**src/rtl/csc_pkg.sv**
```systemverilog
// Shared types and constants for the circle and segment collision unit.
`default_nettype none

package csc_pkg;

  // Default coordinate width and the fixed radius width.
  localparam int COORD_BITS_DEFAULT  = 12;
  localparam int RADIUS_BITS         = 11;
  localparam int RSQ_BITS            = 2 * RADIUS_BITS;

  // Depth of the queue between the front and the back.
  localparam int QUEUE_DEPTH_DEFAULT = 4;

  // Kind of contact reported with each result item.
  typedef enum logic [1:0] {
    KIND_NONE     = 2'd0,
    KIND_ENDPOINT = 2'd1,
    KIND_INTERIOR = 2'd2
  } kind_t;

  // Classification made by the front for each item.
  typedef struct packed {
    logic endp;  // an endpoint lies within the circle
    logic cand;  // non-empty segment with the centre projecting inside it
  } class_t;

endpackage

`default_nettype wire

```
**src/rtl/csc_back.sv**
```systemverilog
// Back part: squares the cross product, makes the distance test and holds the result.
`default_nettype none

module csc_back import csc_pkg::*; #(
  parameter int COORD_BITS = COORD_BITS_DEFAULT
) (
  input  wire logic                               clk,
  input  wire logic                               rst,
  input  wire logic                               q_nonempty,
  input  wire class_t                             q_cls,
  input  wire logic signed [2*COORD_BITS+2:0]     q_cross,
  input  wire logic        [2*COORD_BITS+1:0]     q_len2,
  input  wire logic        [RSQ_BITS-1:0]         q_rsq,
  output logic                                    pop,
  output logic                                    out_valid,
  input  wire logic                               out_stall,
  output logic                                    hit,
  output logic [1:0]                              hit_kind
);

  localparam int TW   = 2 * COORD_BITS + 3;
  localparam int SW   = 2 * COORD_BITS + 2;
  localparam int SQW  = 2 * TW;
  localparam int RLW  = RSQ_BITS + SW;
  localparam int CMPW = (SQW > RLW) ? SQW : RLW;

  logic adv;

  logic signed [SQW-1:0] csq;
  logic [RLW-1:0]        rl;

  logic            b1_valid;
  class_t          b1_cls;
  logic [CMPW-1:0] b1_csq;
  logic [CMPW-1:0] b1_rl;

  kind_t kind_next;
  kind_t out_kind;

  // The back moves when the output register is empty or being taken.
  assign adv = !out_valid || !out_stall;
  assign pop = adv && q_nonempty;

  // Squared cross product against squared radius times squared length.
  assign csq = SQW'(q_cross) * SQW'(q_cross);
  assign rl  = RLW'(q_rsq) * RLW'(q_len2);

  always_ff @(posedge clk) begin
    if (rst) begin
      b1_valid  <= 1'b0;
      out_valid <= 1'b0;
    end else if (adv) begin
      b1_valid  <= q_nonempty;
      out_valid <= b1_valid;
    end
  end

  always_ff @(posedge clk) begin
    if (adv) begin
      b1_cls <= q_cls;
      b1_csq <= CMPW'($unsigned(csq));
      b1_rl  <= CMPW'(rl);
    end
  end

  // An endpoint inside the circle wins over an interior touch.
  always_comb begin
    if (b1_cls.endp) begin
      kind_next = KIND_ENDPOINT;
    end else if (b1_cls.cand && (b1_csq <= b1_rl)) begin
      kind_next = KIND_INTERIOR;
    end else begin
      kind_next = KIND_NONE;
    end
  end

  always_ff @(posedge clk) begin
    if (adv) begin
      out_kind <= kind_next;
    end
  end

  assign hit      = (out_kind != KIND_NONE);
  assign hit_kind = out_kind;

endmodule

`default_nettype wire

```
**config.mk**
```make
export PLATFORM = sky130hd
export DESIGN_NAME = csc_back
export DESIGN_NICKNAME = d
export VERILOG_FILES = /design/src/rtl/csc_pkg.sv /design/src/rtl/csc_back.sv
export SDC_FILE = /design/constraint.sdc
export NUM_CORES = 2
export LEC_CHECK = 0
export ABC_CLOCK_PERIOD_IN_PS = 9800
export BUFFER_PORTS_ARGS = -buffer_cell sky130_fd_sc_hd__buf_2
export CORE_ASPECT_RATIO = 0.5
export CORE_UTILIZATION = 65
export CTS_CLUSTER_DIAMETER = 120
export DETAILED_ROUTE_END_ITERATION = 8
export GPL_ROUTABILITY_DRIVEN = 0
export PLACE_DENSITY = 0.87
export SKIP_CTS_REPAIR_TIMING = 1
export SYNTH_ARGS = -nofsm -noshare
export SYNTH_HDL_FRONTEND = slang
export SYNTH_SLANG_ARGS = --single-unit
export TNS_END_PERCENT = 1
```
**constraint.sdc**
```tcl
create_clock -name clk -period 9.8 [get_ports clk]
set_input_delay 0.49 -clock clk [delete_from_list [all_inputs] [get_ports clk]]
set_output_delay 0.49 -clock clk [all_outputs]
set_load 0.03 [all_outputs]
```
==> out/results.ini <==
[synthesis]
synth_nets = 6559
synth_compound_area_share_pct = 5.13
async_reset_ff_share_pct = 0
synth_common_cells = inv_1, fa_1, nand2_1
synthAdderAreaFrac_pct = 60.9
yosys-top-cells-area = fa_1, inv_1, ha_1, edfxtp_1, and2_1
synth_xor_area_share_pct = 2.11
synth_top_family_by_area = adder cells
synth-simple-area-share_pct = 12.2
yosys_warnings = 0
synth_top_area_share_pct = 50.5
yosysMostFrequentCell = inv_1
synth_top_area_cell = fa_1
synth_flop_cell = edfxtp_1
synth_cells = 4916
synth.distinct_cells = 69
seq_area_frac_synth_pct = 6.86
syn_avg_cell_area_um2 = 9.47
muxShareOfSynthArea_pct = 0.0457
synth_edf_count = 105
synth_area_um2 = 46600
synth-seq-cells = 107

[place]
hpwlAfterDp_um = 94100
dpl_cell_area_um2 = 47500
dp_cells = 5760
io_buffers = 85

[route]
wl_per_cell_um = 20.5
drt_iter0_markers = 3036
firstDrtPassIters = 8
wirelength_um = 118000
route.vias.total = 33629
ant_nets = 0
drc = 0
vias_per_cell = 5.82

[sta]
rsz0062_at_grt = no
finalSetupViolations = 0
holdWs_ns = 0.309
worst_slew_pin_slew_ns = 0.876
clock_skew_ns = 0.0116
tns_ns = 0
period_share_pct = 85.0
slew_viol_final = 0
fmax_mhz = 120
period_needed_ns = 8.33
hold_viol = 0
slew_headroom_pct = 41.6

[die]
coreArea_um2 = 69900
fp.dieW_um = 381
rows = 68
initial_core_util_pct = 66.6
die_h_um = 191
pin_count = 86
dieArea_um2 = 72800

[finish]
fill_cells = 4869
regArea_um2 = 3190
layout.nets = 6469
fin_cells = 5779
syn_to_final_growth_pct = 2.63
multi_input_area_um2 = 37500
drive_above_1_share_pct = 2.42
fin_area_um2 = 47800

[clock_tree]
numCtsBuffers = 9
cts_buffer_depth = 2
cts.sinks = 107
root_buffer = clkbuf_16
cts_htree_levels = 3
clkLatencyLatePin_ns = 0.36
cts_tree = built
clkTransAtPathRegs_ns = 0.08

[outcome]
outcome = completed

[setup_path]
crit_path_max_fanout = 17
worstPathRequired_ns = 9.98
path_cells = buf_2 > clkinv_1 > nor2_1 > fa_1 > fa_1 > inv_1 > fa_1 > inv_1 > fa_1 > fa_1 > fa_1 > fa_1 > ha_1 > a21oi_1 > o21bai_1 > a21oi_1 > nand3b_1 > o31a_1 > a31oi_1 > nor2_1 > a211oi_1
path_common_cell = fa_1
crit_arrival_ns = 8.51
end_kind = flip-flop
crit_type = input port to flip-flop
cp_slowest_stage_delay_ns = 0.88
crit_path_start_kind = input port
critPathSlowestCell = fa_1

[job]
max_cap_viol_count = 0

[global_route]
grt_pass1_vias = 38299
grt_pass1_wl_um = 197000
grt_overflow = 0
grt_max_degree = 65
grt.total_usage_pct = 34.7
antenna_found_initial = 4

[hold_path]
min_path_type = input port to flip-flop

==> flip-flops by register name, summed over array words and instances (netlist names) <==
| name | count |
|---|---|
| b1_cls | 2 |
| b1_csq | 53 |
| out_valid | 1 |
| b1_valid | 1 |
| b1_rl | 48 |
| hit_kind | 2 |
==> layer usage <==
layer  wire length, um  vias up  GRT usage (%)
li1                  -    14152              -
met4              5580        2           14.7
met5                17        -              0
met2             55200     2175           56.4
met1             43400    16846           45.3
met3             14200      454           8.12
==> final cells by class <==
class	instances	share of cell area, %
sequential	107	6.68
multi-input combinational	3236	78.4
clock buffer	11	0.487
timing repair buffer	91	0.984
clock inverter	5	0.123
tap	945	2.47
inverter	1381	10.8
antenna	3	0.0157
==> worst max-delay path: cells and delay by family <==
kind	cells	cell delay, ns
and+or+nand+nor	3	0.59
AOI/OAI and AO/OA	6	1.32
buffers and inverters	4	1.46
adders and majority gates	8	4.65
==> final timing paths <==
path | start | endpoint | slack (ns) | cells after the start
setup / recovery | q_cross[4] | b1_csq[53] | 1.47 | 21
hold / removal | rst | b1_valid | 0.31 | 2
setup reg to reg | b1_csq[4] | hit_kind[1] | 7.39 | 10
hold reg to reg | b1_cls[1] | hit_kind[0] | 0.46 | 0
==> logic make-up (layout without fill, tap and decap cells) <==
| logic type | Yosys count | count (layout) |
|---|---|---|
| other | 0 | 3 |
| xor gates and xnor gates | 112 | 112 |
| adders and majority gates | 1562 | 1562 |
| muxes | 2 | 2 |
| and+or+nand+nor | 1196 | 1196 |
| AOI/OAI and AO/OA | 364 | 364 |
| buffers and inverters | 1573 | 1488 |
| DFF | 107 | 107 |
==> cell usage in the layout, fill, tap and decap left out, types with 5 or more instances in the layout <==
cell type,instances
inv_1,1377
fa_1,1176
nand2_1,590
ha_1,386
and2_1,382
nor2_1,110
a21oi_1,105
edfxtp_1,105
buf_2,85
xnor2_1,72
a21o_1,71
o21ai_0,46
xor2_1,40
nand4_1,24
nand3_1,19
nand2b_1,16
a31oi_1,15
a211oi_1,14
o21ai_1,14
o21a_1,14
and3_1,13
nor2b_1,13
nor3_1,12
o21bai_1,12
o211ai_1,10
clkbuf_16,9
buf_4,6
clkinv_1,5
o31a_1,5
a2111oi_0,5
==> per-stage QoR <==
stage	setup WS (ns)	utilization [%]
global placement	1.61	67.9
finish	1.47	68.4
floorplan	2.40	-
global route	1.10	68.4
CTS	1.61	68.3
detailed placement	1.28	67.9
Power is not shown: default switching activity piles up to over one toggle a cycle in this logic, so the estimate is an artifact.
