**src/rtl/csc_pkg.sv**
```systemverilog
// Shared types and constants for the circle and segment collision unit.
`default_nettype none

package csc_pkg;

  // Default coordinate width and the fixed radius width.
  localparam int COORD_BITS_DEFAULT  = 12;
  localparam int RADIUS_BITS         = 11;
  localparam int RSQ_BITS            = 2 * RADIUS_BITS;

  // Depth of the queue between the front and the back.
  localparam int QUEUE_DEPTH_DEFAULT = 4;

  // Kind of contact reported with each result item.
  typedef enum logic [1:0] {
    KIND_NONE     = 2'd0,
    KIND_ENDPOINT = 2'd1,
    KIND_INTERIOR = 2'd2
  } kind_t;

  // Classification made by the front for each item.
  typedef struct packed {
    logic endp;  // an endpoint lies within the circle
    logic cand;  // non-empty segment with the centre projecting inside it
  } class_t;

endpackage

`default_nettype wire

```
**src/rtl/csc_queue.sv**
```systemverilog
// Short first-in first-out queue between the front and the back.
`default_nettype none

module csc_queue import csc_pkg::*; #(
  parameter int WIDTH = 8,
  parameter int DEPTH = QUEUE_DEPTH_DEFAULT
) (
  input  wire logic             clk,
  input  wire logic             rst,
  input  wire logic             push,
  input  wire logic [WIDTH-1:0] wdata,
  output logic                  full,
  input  wire logic             pop,
  output logic [WIDTH-1:0]      rdata,
  output logic                  nonempty
);

  localparam int PTRW = $clog2(DEPTH);
  localparam int CNTW = $clog2(DEPTH + 1);

  logic [WIDTH-1:0] store [DEPTH];
  logic [PTRW-1:0]  wr_ptr;
  logic [PTRW-1:0]  rd_ptr;
  logic [CNTW-1:0]  count;

  assign full     = (count == CNTW'(DEPTH));
  assign nonempty = (count != '0);
  assign rdata    = store[rd_ptr];

  // Pointers wrap at the depth, which need not be a power of two.
  always_ff @(posedge clk) begin
    if (rst) begin
      wr_ptr <= '0;
      rd_ptr <= '0;
      count  <= '0;
    end else begin
      if (push) begin
        wr_ptr <= (wr_ptr == PTRW'(DEPTH - 1)) ? '0 : wr_ptr + PTRW'(1);
      end
      if (pop) begin
        rd_ptr <= (rd_ptr == PTRW'(DEPTH - 1)) ? '0 : rd_ptr + PTRW'(1);
      end
      if (push && !pop) begin
        count <= count + CNTW'(1);
      end else if (pop && !push) begin
        count <= count - CNTW'(1);
      end
    end
  end

  always_ff @(posedge clk) begin
    if (push) begin
      store[wr_ptr] <= wdata;
    end
  end

endmodule

`default_nettype wire

```
**config.mk**
```make
export PLATFORM = sky130hd
export DESIGN_NAME = csc_queue
export DESIGN_NICKNAME = d
export VERILOG_FILES = /design/src/rtl/csc_pkg.sv /design/src/rtl/csc_queue.sv
export SDC_FILE = /design/constraint.sdc
export NUM_CORES = 1
export LEC_CHECK = 0
export BUFFER_PORTS_ARGS = -buffer_cell sky130_fd_sc_hd__buf_2
export CORE_UTILIZATION = 55
export DETAILED_ROUTE_END_ITERATION = 8
export GPL_TIMING_DRIVEN = 0
export PLACE_DENSITY_LB_ADDON = 0.15
export REMOVE_ABC_BUFFERS = 1
export SYNTH_ARGS = -nofsm -noshare
export SYNTH_HDL_FRONTEND = slang
export SYNTH_SLANG_ARGS = --single-unit
```
**constraint.sdc**
```tcl
create_clock -name clk -period 1.65 [get_ports clk]
set_input_delay 0.0825 -clock clk [delete_from_list [all_inputs] [get_ports clk]]
set_output_delay 0.0825 -clock clk [all_outputs]
set_load 0.1 [all_outputs]
```
==> Implementation_results.wiki, run 1 <==
{| class="wikitable"
! Metric !! Value
|-
| Outcome || finished, final reports clean
|-
| Routed met1 length || 1.031 mm
|-
| Endpoint type of the worst setup path || primary output
|-
| # Max-Cap Violations || 0
|-
| Synthesis-to-layout area growth || 23.40%
|-
| Antenna violations before repair || 0
|-
| Drt initial violations || 17
|-
| Classification of the worst setup path || flop to primary output
|-
| Post-synth design cell area || 1599 sq um
|-
| Total die area || 3127 sq um
|-
| Via total after detailed routing || 820
|-
| Count leader, synth || edfxtp_1
|-
| Number of global-route vias before repair || 874
|-
| Clock root buffer master || clkbuf_4
|-
| Dominant synthesized flop cell || edfxtp_1
|-
| Post-synthesis sequential area ratio || 0.7136
|-
| Final setup slack of the worst path || 0.01363 ns
|-
| DP Worst Slack || -0.006314 ns
|-
| Routed length on met3 || 97 um
|-
| Distinct cell type count after synthesis || 16
|-
| Worst skew pair latency || 0.34 ns
|-
| Site Rows || 19
|-
| Setup TNS Final || 0 ns
|-
| IO Count || 22
|-
| Main combinational cell family by area after synthesis || multiplexers
|-
| RSZ-0062 raised after global routing || true
|-
| Hold Slack || 0.08129 ns
|-
| Avg Inst Size Synth || 18.59 sq um
|-
| Worst setup slack for register-to-register paths || 0.16 ns
|-
| Synth area leaders || edfxtp_1 60%, dfxtp_1 11%, mux4_2 11%
|-
| Number of CTS-inserted buffers || 5
|-
| Remaining antenna violation count after routing || 0
|-
| Largest area contributor in the synthesized netlist || edfxtp_1
|-
| Synth Register Bits || 41
|-
| Required time of the critical path || 1.57 ns
|-
| Amount of wire on met2 after detailed routing || 1.334 mm
|-
| Core box area || 2758 sq um
|-
| Vias per inst || 5.359
|-
| Maximum vdd ir drop || 1.469 mV
|-
| Top layer used by detailed routing || met4
|-
| Detailed-route wire length || 2.500 mm
|-
| First-pass iteration count of the detailed router || 4
|-
| Maximum clock frequency || 611.1 MHz
|-
| Type of origin of the critical path || flop
|-
| Clk sink count || 41
|-
| Crit Path Max Fanout || 8
|-
| Total of buffers placed on input and output ports || 21
|-
| Adder and majority cell fraction of the synthesized area || 0.05947
|-
| Static power due to leakage || 0.0007463 uW
|-
| # DRC || 0
|-
| Portion of synthesized cell area occupied by the leading cell type || 0.6009
|-
| Post-detailed-placement half-perimeter wirelength || 1.592 mm
|-
| Detail-routed net length per standard cell || 16.34 um
|-
| Proportion of layout cells with a drive suffix above 1 || 0.3115
|-
| Power Density || 1291 nW/um^2
|-
| Buffer levels on the longest clock path || 2
|-
| Initial cell density of the core || 0.5799
|-
| Ranking of synthesized cells by instance count || 32 x edfxtp_1, 9 x dfxtp_1, 8 x mux4_2
|-
| Final Hold Violating Endpoints || 0
|-
| Simple-gate area share of the yosys netlist || 0.04930
|-
| Count of pins over their slew limit || 0
|-
| Gp weighted congestion || 0.6163
|-
| Cell count after synthesis || 86
|-
| Die Ht || 55.92 um
|-
| Transition time at the pin with the least slew margin || 0.4848 ns
|-
| Max H-tree Level || 2
|-
| Synthesized-area fraction occupied by ao, oa, aoi and oai cells || 0.009390
|-
| Filler cells || 193
|-
| Diodes inserted || 0
|-
| Worst-case clock skew || 0.002344 ns
|-
| Wire length of the first global-routing pass || 4.105 mm
|-
| Worst-case headroom to the max-slew limit || 0.6790
|-
| Hold/Removal Path Class || input port to flop
|-
| Total congestion overflow after global routing || 0
|-
| Xor-xnor portion of the synthesized cell area || 0.01095
|-
| CTS tree || yes
|-
| Largest net degree at the start of global routing || 14
|-
| EDFF count, synth || 32
|-
| Die width || 55.92 um
|-
| Worst-path clk slew || 0.12 ns
|-
| Overall Global Routing Usage || 0.1883
|-
| Share of synthesized area spent on multiplexers || 0.1377
|-
| Final critical delay including setup and external delays || 1.636 ns
|-
| Portion of the clock cycle consumed by the worst path in the final layout || 0.9917
|-
| Final-stage net count || 140
|-
| Post-synth ARST share || 0
|-
| Synth warnings || 0
|-
| CP Data Arrival Time || 1.55 ns
|-
| Number of setup violations in the final report || 0
|}
-- final timing paths --
kind         cells past startpoint         to      from
max reg2reg                      4   count[2]  count[0]
min reg2reg                      2   count[2]  count[2]
max                              2   rdata[7]      flop
min                              3  wr_ptr[0]      push
-- metal layers --
metal,GRT usage,up-vias
li1,-,394
met4,0.1150,0
met3,0.04884,4
met1,0.2112,401
met5,0,-
met2,0.3219,21
-- metrics by stage --
step / util / total power, uW / cells / area [sq um]
5_1_grt: 0.7155 / 2635 / 153 / 1973
6_report: 0.7155 / 2547 / 153 / 1973
3_5_place_dp: 0.6261 / 1731 / 136 / 1727
3_3_place_gp: 0.6261 / 1719 / 136 / 1727
4_1_cts: 0.7155 / 2571 / 153 / 1973
2_1_floorplan: - / 1642 / 84 / 1583
-- final cells by class --
cell class | instances | area (sq um) | area share
timing repair buffer | 30 | 245.2 | 0.1243
inverter | 4 | 15.01 | 0.007609
sequential | 41 | 1145 | 0.5802
clock inverter | 3 | 65.06 | 0.03297
tap | 31 | 38.79 | 0.01966
multi-input combinational | 39 | 426.7 | 0.2162
clock buffer | 5 | 37.54 | 0.01902
-- where the power goes --
part	leakage (uW)	total, uW	internal (uW)	switching, uW
registers	0.000369	1220	1170	43.9
logic	0.000322	543	162	381
clock network	0.0000552	786	469	317
-- cells in the final DEF (no fill, tap or decap) --
master and count:
nor3b_1 2, and2_1 4, edfxtp_1 32, ha_1 6
bufinv_16 2, nor2_1 7, mux4_2 8, dfxtp_1 8
buf_2 13, dfxtp_4 1, fa_1 1, inv_1 4
clkinv_2 1, clkbuf_4 5, a21oi_1 2, mux2i_1 4
xor2_1 2, o21ai_0 1, dlygate4sd3_1 9, buf_6 8
or3_1 2
-- cell families after synthesis --
kind of cell | count (synthesis)
compound gates | 3
xor+xnor | 2
fa+ha+maj | 7
buf+inv | 6
flops | 41
mux | 12
simple gates | 15
-- sequential cells by signal, indices dropped and copies added, names as in the netlist, named ones only --
register and count:
store 32, count 3, rd_ptr 2, wr_ptr 2
-- worst max-delay path: stages, from the launching register on --
cell and delay (ns):
dfxtp_4 0.46, mux4_2 0.54, buf_6 0.20
-- repair_timing --
action | in CTS | in global routing
resized for setup | 18 | 0
setup endpoints to repair | 8 | 8
hold buffers | 9 | 0
setup buffers | 0 | 0
endpoints found under the hold margin | 39 | 0
Note: power is estimated with default switching activity, not from simulation.
==> run 2: changes to the inputs <==
--- a/config.mk
+++ b/config.mk
@@ -6,6 +6,7 @@
 export NUM_CORES = 1
 export LEC_CHECK = 0
 export BUFFER_PORTS_ARGS = -buffer_cell sky130_fd_sc_hd__buf_2
+export CORE_MARGIN = 1.5
 export CORE_UTILIZATION = 55
 export DETAILED_ROUTE_END_ITERATION = 8
 export GPL_TIMING_DRIVEN = 0
==> Implementation_results.wiki, run 2 (synthesis gave the netlist of run 1 again) <==
{| class="wikitable"
! Metric !! Value
|-
| Setup TNS Final || 0 ns (unchanged)
|-
| Portion of the clock cycle consumed by the worst path in the final layout || 0.9822 (was 0.9917)
|-
| # Max-Cap Violations || 0 (unchanged)
|-
| Sw Share || 0.3105 (was 0.2913)
|-
| Overall Global Routing Usage || 0.1722 (was 0.1883)
|-
| Power Density || 1214 nW/um^2 (was 1291 nW/um^2)
|-
| Cell family contributing the most delay on the critical path || multiplexers (unchanged)
|-
| CTS tree || yes (unchanged)
|-
| Maximum clock frequency || 617.0 MHz (was 611.1 MHz)
|-
| Worst path buffer plus inverter count || 1 (unchanged)
|-
| Total of buffers placed on input and output ports || 21 (unchanged)
|-
| Die Ht || 56.92 um (was 55.92 um)
|-
| Drt initial violations || 18 (was 17)
|-
| Number of setup violations in the final report || 0 (unchanged)
|-
| Number of CTS-inserted buffers || 5 (unchanged)
|-
| Worst skew pair latency || 0.34 ns (about the same)
|-
| Design Power || 2373 uW (was 2547 uW)
|-
| Final-stage net count || 140 (unchanged)
|-
| Detail-routed net length per standard cell || 15.72 um (was 16.34 um)
|-
| Synthesis-to-layout area growth || 22.22% (was 23.40%)
|-
| Classification of the worst setup path || flop to primary output (unchanged)
|-
| Largest registers || store x32, count x3 (unchanged)
|-
| Diodes inserted || 0 (unchanged)
|-
| Cell-by-cell trace of the critical path || mux4_2 -> buf_6 (unchanged)
|-
| Largest register FFs || 32 (unchanged)
|-
| Endpoint type of the worst setup path || primary output (unchanged)
|-
| Clock root buffer master || clkbuf_4 (unchanged)
|-
| Post-CTS Repair Setup Buffers || 0 (unchanged)
|-
| Largest net degree at the start of global routing || 14 (unchanged)
|-
| Maximum vdd ir drop || 1.394 mV (was 1.469 mV)
|-
| Final Hold Violating Endpoints || 0 (unchanged)
|-
| Required time of the critical path || 1.57 ns (about the same)
|-
| Register name with the most flops || store (unchanged)
|-
| Hold Slack || 0.07493 ns (was 0.08129 ns)
|-
| Detailed-route wire length || 2.405 mm (was 2.500 mm)
|-
| Worst-case headroom to the max-slew limit || 0.6782 (was 0.6790)
|-
| Final critical delay including setup and external delays || 1.621 ns (was 1.636 ns)
|-
| Combinational fraction of design power || 0.230 (was 0.213)
|-
| Remaining antenna violation count after routing || 0 (unchanged)
|-
| Type of origin of the critical path || flop (unchanged)
|-
| Outcome || finished, final reports clean (unchanged)
|-
| Core occupancy in the finished layout || 0.7087 (was 0.7155)
|-
| Total die area || 3240 sq um (was 3127 sq um)
|-
| Filler cells || 174 (was 193)
|-
| RSZ-0062 raised after global routing || true (unchanged)
|-
| Critical Path Slowest Stage Cell || mux4_2 (unchanged)
|-
| Antenna violations before repair || 0 (unchanged)
|-
| Site Rows || 19 (unchanged)
|-
| Gp weighted congestion || 0.6373 (was 0.6163)
|-
| Transition time at the pin with the least slew margin || 0.4861 ns (was 0.4848 ns)
|-
| Hold/Removal Path Class || input port to flop (unchanged)
|-
| Via total after detailed routing || 807 (was 820)
|-
| Share of power burned in the clock network || 0.258 (was 0.309)
|-
| Total congestion overflow after global routing || 0 (unchanged)
|-
| Post-detailed-placement half-perimeter wirelength || 1.558 mm (was 1.592 mm)
|-
| First-pass iteration count of the detailed router || 4 (unchanged)
|-
| Core box area || 2758 sq um (unchanged)
|-
| Count of pins over their slew limit || 0 (unchanged)
|-
| Wire length of the first global-routing pass || 3.919 mm (was 4.105 mm)
|-
| Clk sink count || 41 (unchanged)
|-
| Buffer levels on the longest clock path || 2 (unchanged)
|-
| Post-route cell area || 1954 sq um (was 1973 sq um)
|-
| Total cell area at the placement stage || 1727 sq um (unchanged)
|-
| Worst-case clock skew || 0.004517 ns (was 0.002344 ns)
|-
| Most frequent standard cell in the layout excluding fill and tap cells || edfxtp_1 (unchanged)
|-
| Worst-path clk slew || 0.11 ns (was 0.12 ns)
|-
| Max H-tree Level || 2 (unchanged)
|-
| Number of global-route vias before repair || 827 (was 874)
|-
| CP Data Arrival Time || 1.54 ns (was 1.55 ns)
|-
| Die width || 56.92 um (was 55.92 um)
|-
| Cell internal power dissipation || 1636 uW (was 1805 uW)
|-
| IO Count || 22 (unchanged)
|-
| Static power due to leakage || 0.0007338 uW (was 0.0007463 uW)
|-
| Initial cell density of the core || 0.5799 (unchanged)
|-
| # DRC || 0 (unchanged)
|-
| Switching power || 736.9 uW (was 742.0 uW)
|-
| Crit Path Max Fanout || 8 (unchanged)
|-
| Sequential Power Share || 0.513 (was 0.478)
|-
| Proportion of layout cells with a drive suffix above 1 || 0.3115 (unchanged)
|-
| Vias per inst || 5.275 (was 5.359)
|-
| Stage delay of the slowest cell on the critical path || 0.54 ns (about the same)
|-
| Commonest cells after routing, fill and taps aside || 32 x edfxtp_1, 13 x buf_2, 9 x dlygate4sd3_1 (unchanged)
|}
## run 2: changes by cell type in the layout (fill, tap and decap cells not counted)
cell	change
bufinv_16	-2
clkbuf_8	+1
clkinv_2	-1
clkinvlp_4	+1
clkbuf_16	+1
## run 2: power by group through the flow
stage	sequential [uW]	combinational [uW]	clock, uW
3_5_place_dp	1240	490	0
3_3_place_gp	1240	481	0
2_1_floorplan	1230	412	0
4_1_cts	1220	548	628
5_1_grt	1230	578	669
6_report	1220	545	612
## run 2: per-stage QoR
stage               setup WS [ns]  cells
finish                    0.02938    153
global route             -0.05996    153
CTS                      -0.01243    153
detailed placement       -0.01138    136
global placement        -0.002808    136
floorplan                 -0.9796     84
## run 2: routing by layer
layer | global-route usage | wire length, um | up-vias
met2 | 0.2874 | 1297 | 23
met3 | 0.07143 | 95 | 2
met4 | 0.06977 | 22 | 0
met1 | 0.1968 | 990 | 386
met5 | 0 | 0 | -
li1 | - | - | 396
## run 2: cell type report
class | count | area (sq um) | area share
inverter | 4 | 15.01 | 0.007682
tap | 31 | 38.79 | 0.01985
clock inverter | 1 | 7.507 | 0.003841
timing repair buffer | 30 | 245.2 | 0.1255
multi-input combinational | 39 | 426.7 | 0.2183
clock buffer | 7 | 76.32 | 0.03905
sequential | 41 | 1145 | 0.5858
## run 2: worst reg2reg max path, stage by stage (launching register included)
cell and delay, ns:
dfxtp_1 0.37, fa_1 0.46, xor2_1 0.17, or3_1 0.31, a21oi_1 0.15
## run 2: timing repair
| item | in CTS | in global routing |
|---|---|---|
| hold buffers | 9 | 0 |
| pin swaps | 0 | 0 |
| gates cloned | 0 | 0 |
| hold endpoints to repair | 39 | 0 |
| setup endpoints to repair | 8 | 8 |
| gates resized for setup | 18 | 0 |
## run 2: final timing paths
kind / slack, ns / from / end / depth (start not counted)
worst min-delay path: 0.07 / pop / rd_ptr[1] / 3
worst min register to register: 0.52 / count[2] / count[2] / 2
worst max register to register: 0.14 / count[0] / count[2] / 4
worst max-delay path: 0.03 / flop / rdata[1] / 2
==> run 3: changes to the inputs <==
--- a/config.mk
+++ b/config.mk
@@ -6,6 +6,7 @@
 export NUM_CORES = 1
 export LEC_CHECK = 0
 export BUFFER_PORTS_ARGS = -buffer_cell sky130_fd_sc_hd__buf_2
+export CORE_ASPECT_RATIO = 0.5
 export CORE_MARGIN = 1.5
 export CORE_UTILIZATION = 55
 export DETAILED_ROUTE_END_ITERATION = 8
==> Implementation_results.wiki, run 3 (synthesis gave the netlist of run 1 again) <==
{| class="wikitable"
! Metric !! Value
|-
| Outcome || finished, final reports clean (unchanged)
|-
| CTS tree || yes (unchanged)
|-
| # DRC || 0 (unchanged)
|-
| Antenna violations before repair || 0 (unchanged)
|-
| Total cell area at the placement stage || 1734 sq um (was 1727 sq um)
|-
| Max H-tree Level || 2 (unchanged)
|-
| Cell internal power dissipation || 1608 uW (was 1636 uW)
|-
| Hold Slack || 0.01296 ns (was 0.07493 ns)
|-
| Gp weighted congestion || 0.7056 (was 0.6373)
|-
| Share of power burned in the clock network || 0.262 (was 0.258)
|-
| Count of cells along the worst register-to-register path || 4 (unchanged)
|-
| Total congestion overflow after global routing || 0 (unchanged)
|-
| Worst-path clk slew || 0.08 ns (was 0.11 ns)
|-
| Wire length of the first global-routing pass || 3.870 mm (was 3.919 mm)
|-
| Largest register FFs || 32 (unchanged)
|-
| RSZ-0062 raised after global routing || false (was true)
|-
| Clock root buffer master || clkbuf_8 (was clkbuf_4)
|-
| Post-route cell area || 1863 sq um (was 1954 sq um)
|-
| Drt initial violations || 38 (was 18)
|-
| Overall Global Routing Usage || 0.1750 (was 0.1722)
|-
| Worst reg2reg startpoint || count[0] (unchanged)
|-
| Number of CTS-inserted buffers || 5 (unchanged)
|-
| Number of global-route vias before repair || 815 (was 827)
|-
| Synthesis-to-layout area growth || 16.51% (was 22.22%)
|-
| Commonest cells after routing, fill and taps aside || 32 x edfxtp_1, 13 x buf_2, 8 x mux4_2, 8 x dfxtp_1, 7 x nor2_1 (was 32 x edfxtp_1, 13 x buf_2, 9 x dlygate4sd3_1)
|-
| Switching power || 749.6 uW (was 736.9 uW)
|-
| CP Data Arrival Time || 1.49 ns (was 1.54 ns)
|-
| Type of origin of the critical path || flop (unchanged)
|-
| Worst setup slack for register-to-register paths || 0.15 ns (was 0.14 ns)
|-
| Classification of the worst setup path || flop to primary output (unchanged)
|-
| Worst hold path depth || 1 (was 3)
|-
| Clk sink count || 41 (unchanged)
|-
| Maximum vdd ir drop || 0.8529 mV (was 1.394 mV)
|-
| Total die area || 3259 sq um (was 3240 sq um)
|-
| Proportion of layout cells with a drive suffix above 1 || 0.3363 (was 0.3115)
|-
| Total of buffers placed on input and output ports || 21 (unchanged)
|-
| Endpoint type of the worst setup path || primary output (unchanged)
|-
| Core box area || 2684 sq um (was 2758 sq um)
|-
| Count of pins over their slew limit || 0 (unchanged)
|-
| Number of setup violations in the final report || 0 (unchanged)
|-
| # Max-Cap Violations || 0 (unchanged)
|-
| Register name with the most flops || store (unchanged)
|-
| Endpoint with the worst hold slack || store[2][5] (was rd_ptr[1])
|-
| IO Count || 22 (unchanged)
|-
| Final-stage net count || 131 (was 140)
|-
| Worst-case clock skew || 0.002691 ns (was 0.004517 ns)
|-
| Detailed-route wire length || 2.401 mm (was 2.405 mm)
|-
| Worst-case headroom to the max-slew limit || 0.6788 (was 0.6782)
|-
| Sw Share || 0.3180 (was 0.3105)
|-
| First-pass iteration count of the detailed router || 4 (unchanged)
|-
| Remaining antenna violation count after routing || 0 (unchanged)
|-
| Hold/Removal Path Class || input port to flop (unchanged)
|-
| Maximum clock frequency || 635.3 MHz (was 617.0 MHz)
|-
| Post-detailed-placement half-perimeter wirelength || 1.742 mm (was 1.558 mm)
|-
| Crit Path Max Fanout || 8 (unchanged)
|-
| Via total after detailed routing || 785 (was 807)
|-
| Die width || 79.26 um (was 56.92 um)
|-
| Routed length on met3 || 114 um (was 95 um)
|-
| Worst skew pair latency || 0.28 ns (was 0.34 ns)
|-
| Combinational fraction of design power || 0.221 (was 0.230)
|-
| Area taken by multi-input logic gates || 426.7 sq um (unchanged)
|-
| Static power due to leakage || 0.0006937 uW (was 0.0007338 uW)
|-
| Most frequent standard cell in the layout excluding fill and tap cells || edfxtp_1 (unchanged)
|-
| Die Ht || 41.13 um (was 56.92 um)
|-
| Portion of the clock cycle consumed by the worst path in the final layout || 0.9540 (was 0.9822)
|-
| Final critical delay including setup and external delays || 1.574 ns (was 1.621 ns)
|-
| Amount of wire on met2 after detailed routing || 1.171 mm (was 1.297 mm)
|-
| Detail-routed net length per standard cell || 16.01 um (was 15.72 um)
|-
| Transition time at the pin with the least slew margin || 0.4851 ns (was 0.4861 ns)
|-
| Initial cell density of the core || 0.5958 (was 0.5799)
|-
| Top layer used by detailed routing || met4 (unchanged)
|-
| Routed met1 length || 1.098 mm (was 990 um)
|-
| Largest net degree at the start of global routing || 14 (unchanged)
|-
| Final Hold Violating Endpoints || 0 (unchanged)
|-
| Largest registers || store x32, count x3 (unchanged)
|-
| Diodes inserted || 0 (unchanged)
|-
| Required time of the critical path || 1.57 ns (about the same)
|-
| Power Density || 1265 nW/um^2 (was 1214 nW/um^2)
|-
| Min-delay src || wdata[5] (was pop)
|-
| Sequential cell area || 1145 sq um (unchanged)
|-
| Buffer levels on the longest clock path || 2 (unchanged)
|-
| Site Rows || 13 (was 19)
|-
| Vias per inst || 5.233 (was 5.275)
|-
| Crit Reg-Reg Endpoint || count[2] (unchanged)
|-
| Filler cells || 187 (was 174)
|-
| Sequential Power Share || 0.517 (was 0.513)
|}
[run 3: changes by cell type in the layout (fill, tap and decap cells not counted)]
cell and change:
dlygate4sd3_1 -9, clkbuf_8 +4, clkbuf_4 -5, clkinv_2 +2, clkbuf_16 -1, buf_6 -3, buf_4 +3
[run 3: per-stage QoR]
stage / util / total power [uW] / setup slack (ns) / std cells / TNS, ns
final: 0.6942 / 2357 / 0.07586 / 150 / 0
after global routing: 0.6942 / 2450 / 0.005962 / 150 / 0
after CTS: 0.6862 / 2359 / 0.001329 / 150 / 0
after detailed placement: 0.6462 / 1738 / -0.01245 / 142 / -0.02106
after global placement: 0.6462 / 1712 / 0.03602 / 142 / 0
after floorplan: - / 1642 / -0.9796 / 84 / -0.9796
[run 3: how the worst max path moves through the flow]
stage	startpoint	to	slack (ns)
detailed placement	flop	rdata[4]	-0.01
finish	flop	rdata[5]	0.08
CTS	flop	rdata[7]	0.001
floorplan	count[0]	full	-0.98
global placement	flop	rdata[3]	0.04
global route	flop	rdata[7]	0.006
[run 3: power by group through the flow]
stage,clock [uW],sequential [uW],combinational [uW]
5_1_grt,676,1230,548
3_5_place_dp,0,1240,493
2_1_floorplan,0,1230,412
3_3_place_gp,0,1240,477
4_1_cts,629,1220,510
6_report,617,1220,522
[run 3: worst max-delay path: stages, from the launching register on]
cell	delay, ns
dfxtp_4	0.45
mux4_2	0.51
buf_4	0.24
[run 3: layout make-up]
cell class,count,area share
clock buffers,5,0.03694
clock inverters,3,0.009402
inverters,4,0.008059
multi-input cells,39,0.2290
flip-flops and latches,41,0.6145
well taps,37,0.02485
repair buffers,21,0.07723
[run 3: metal layers]
layer,track usage,up-vias
met1,0.2026,389
met2,0.3184,16
met5,0,-
met3,0.06222,3
met4,0.06579,0
li1,-,377
[run 3: timing repair]
action / in CTS / in global routing
buffers inserted: 0 / 0
setup endpoints to repair: 8 / 6
resized for setup: 9 / 7
hold buffers: 0 / 0
hold endpoints to repair: 0 / 0
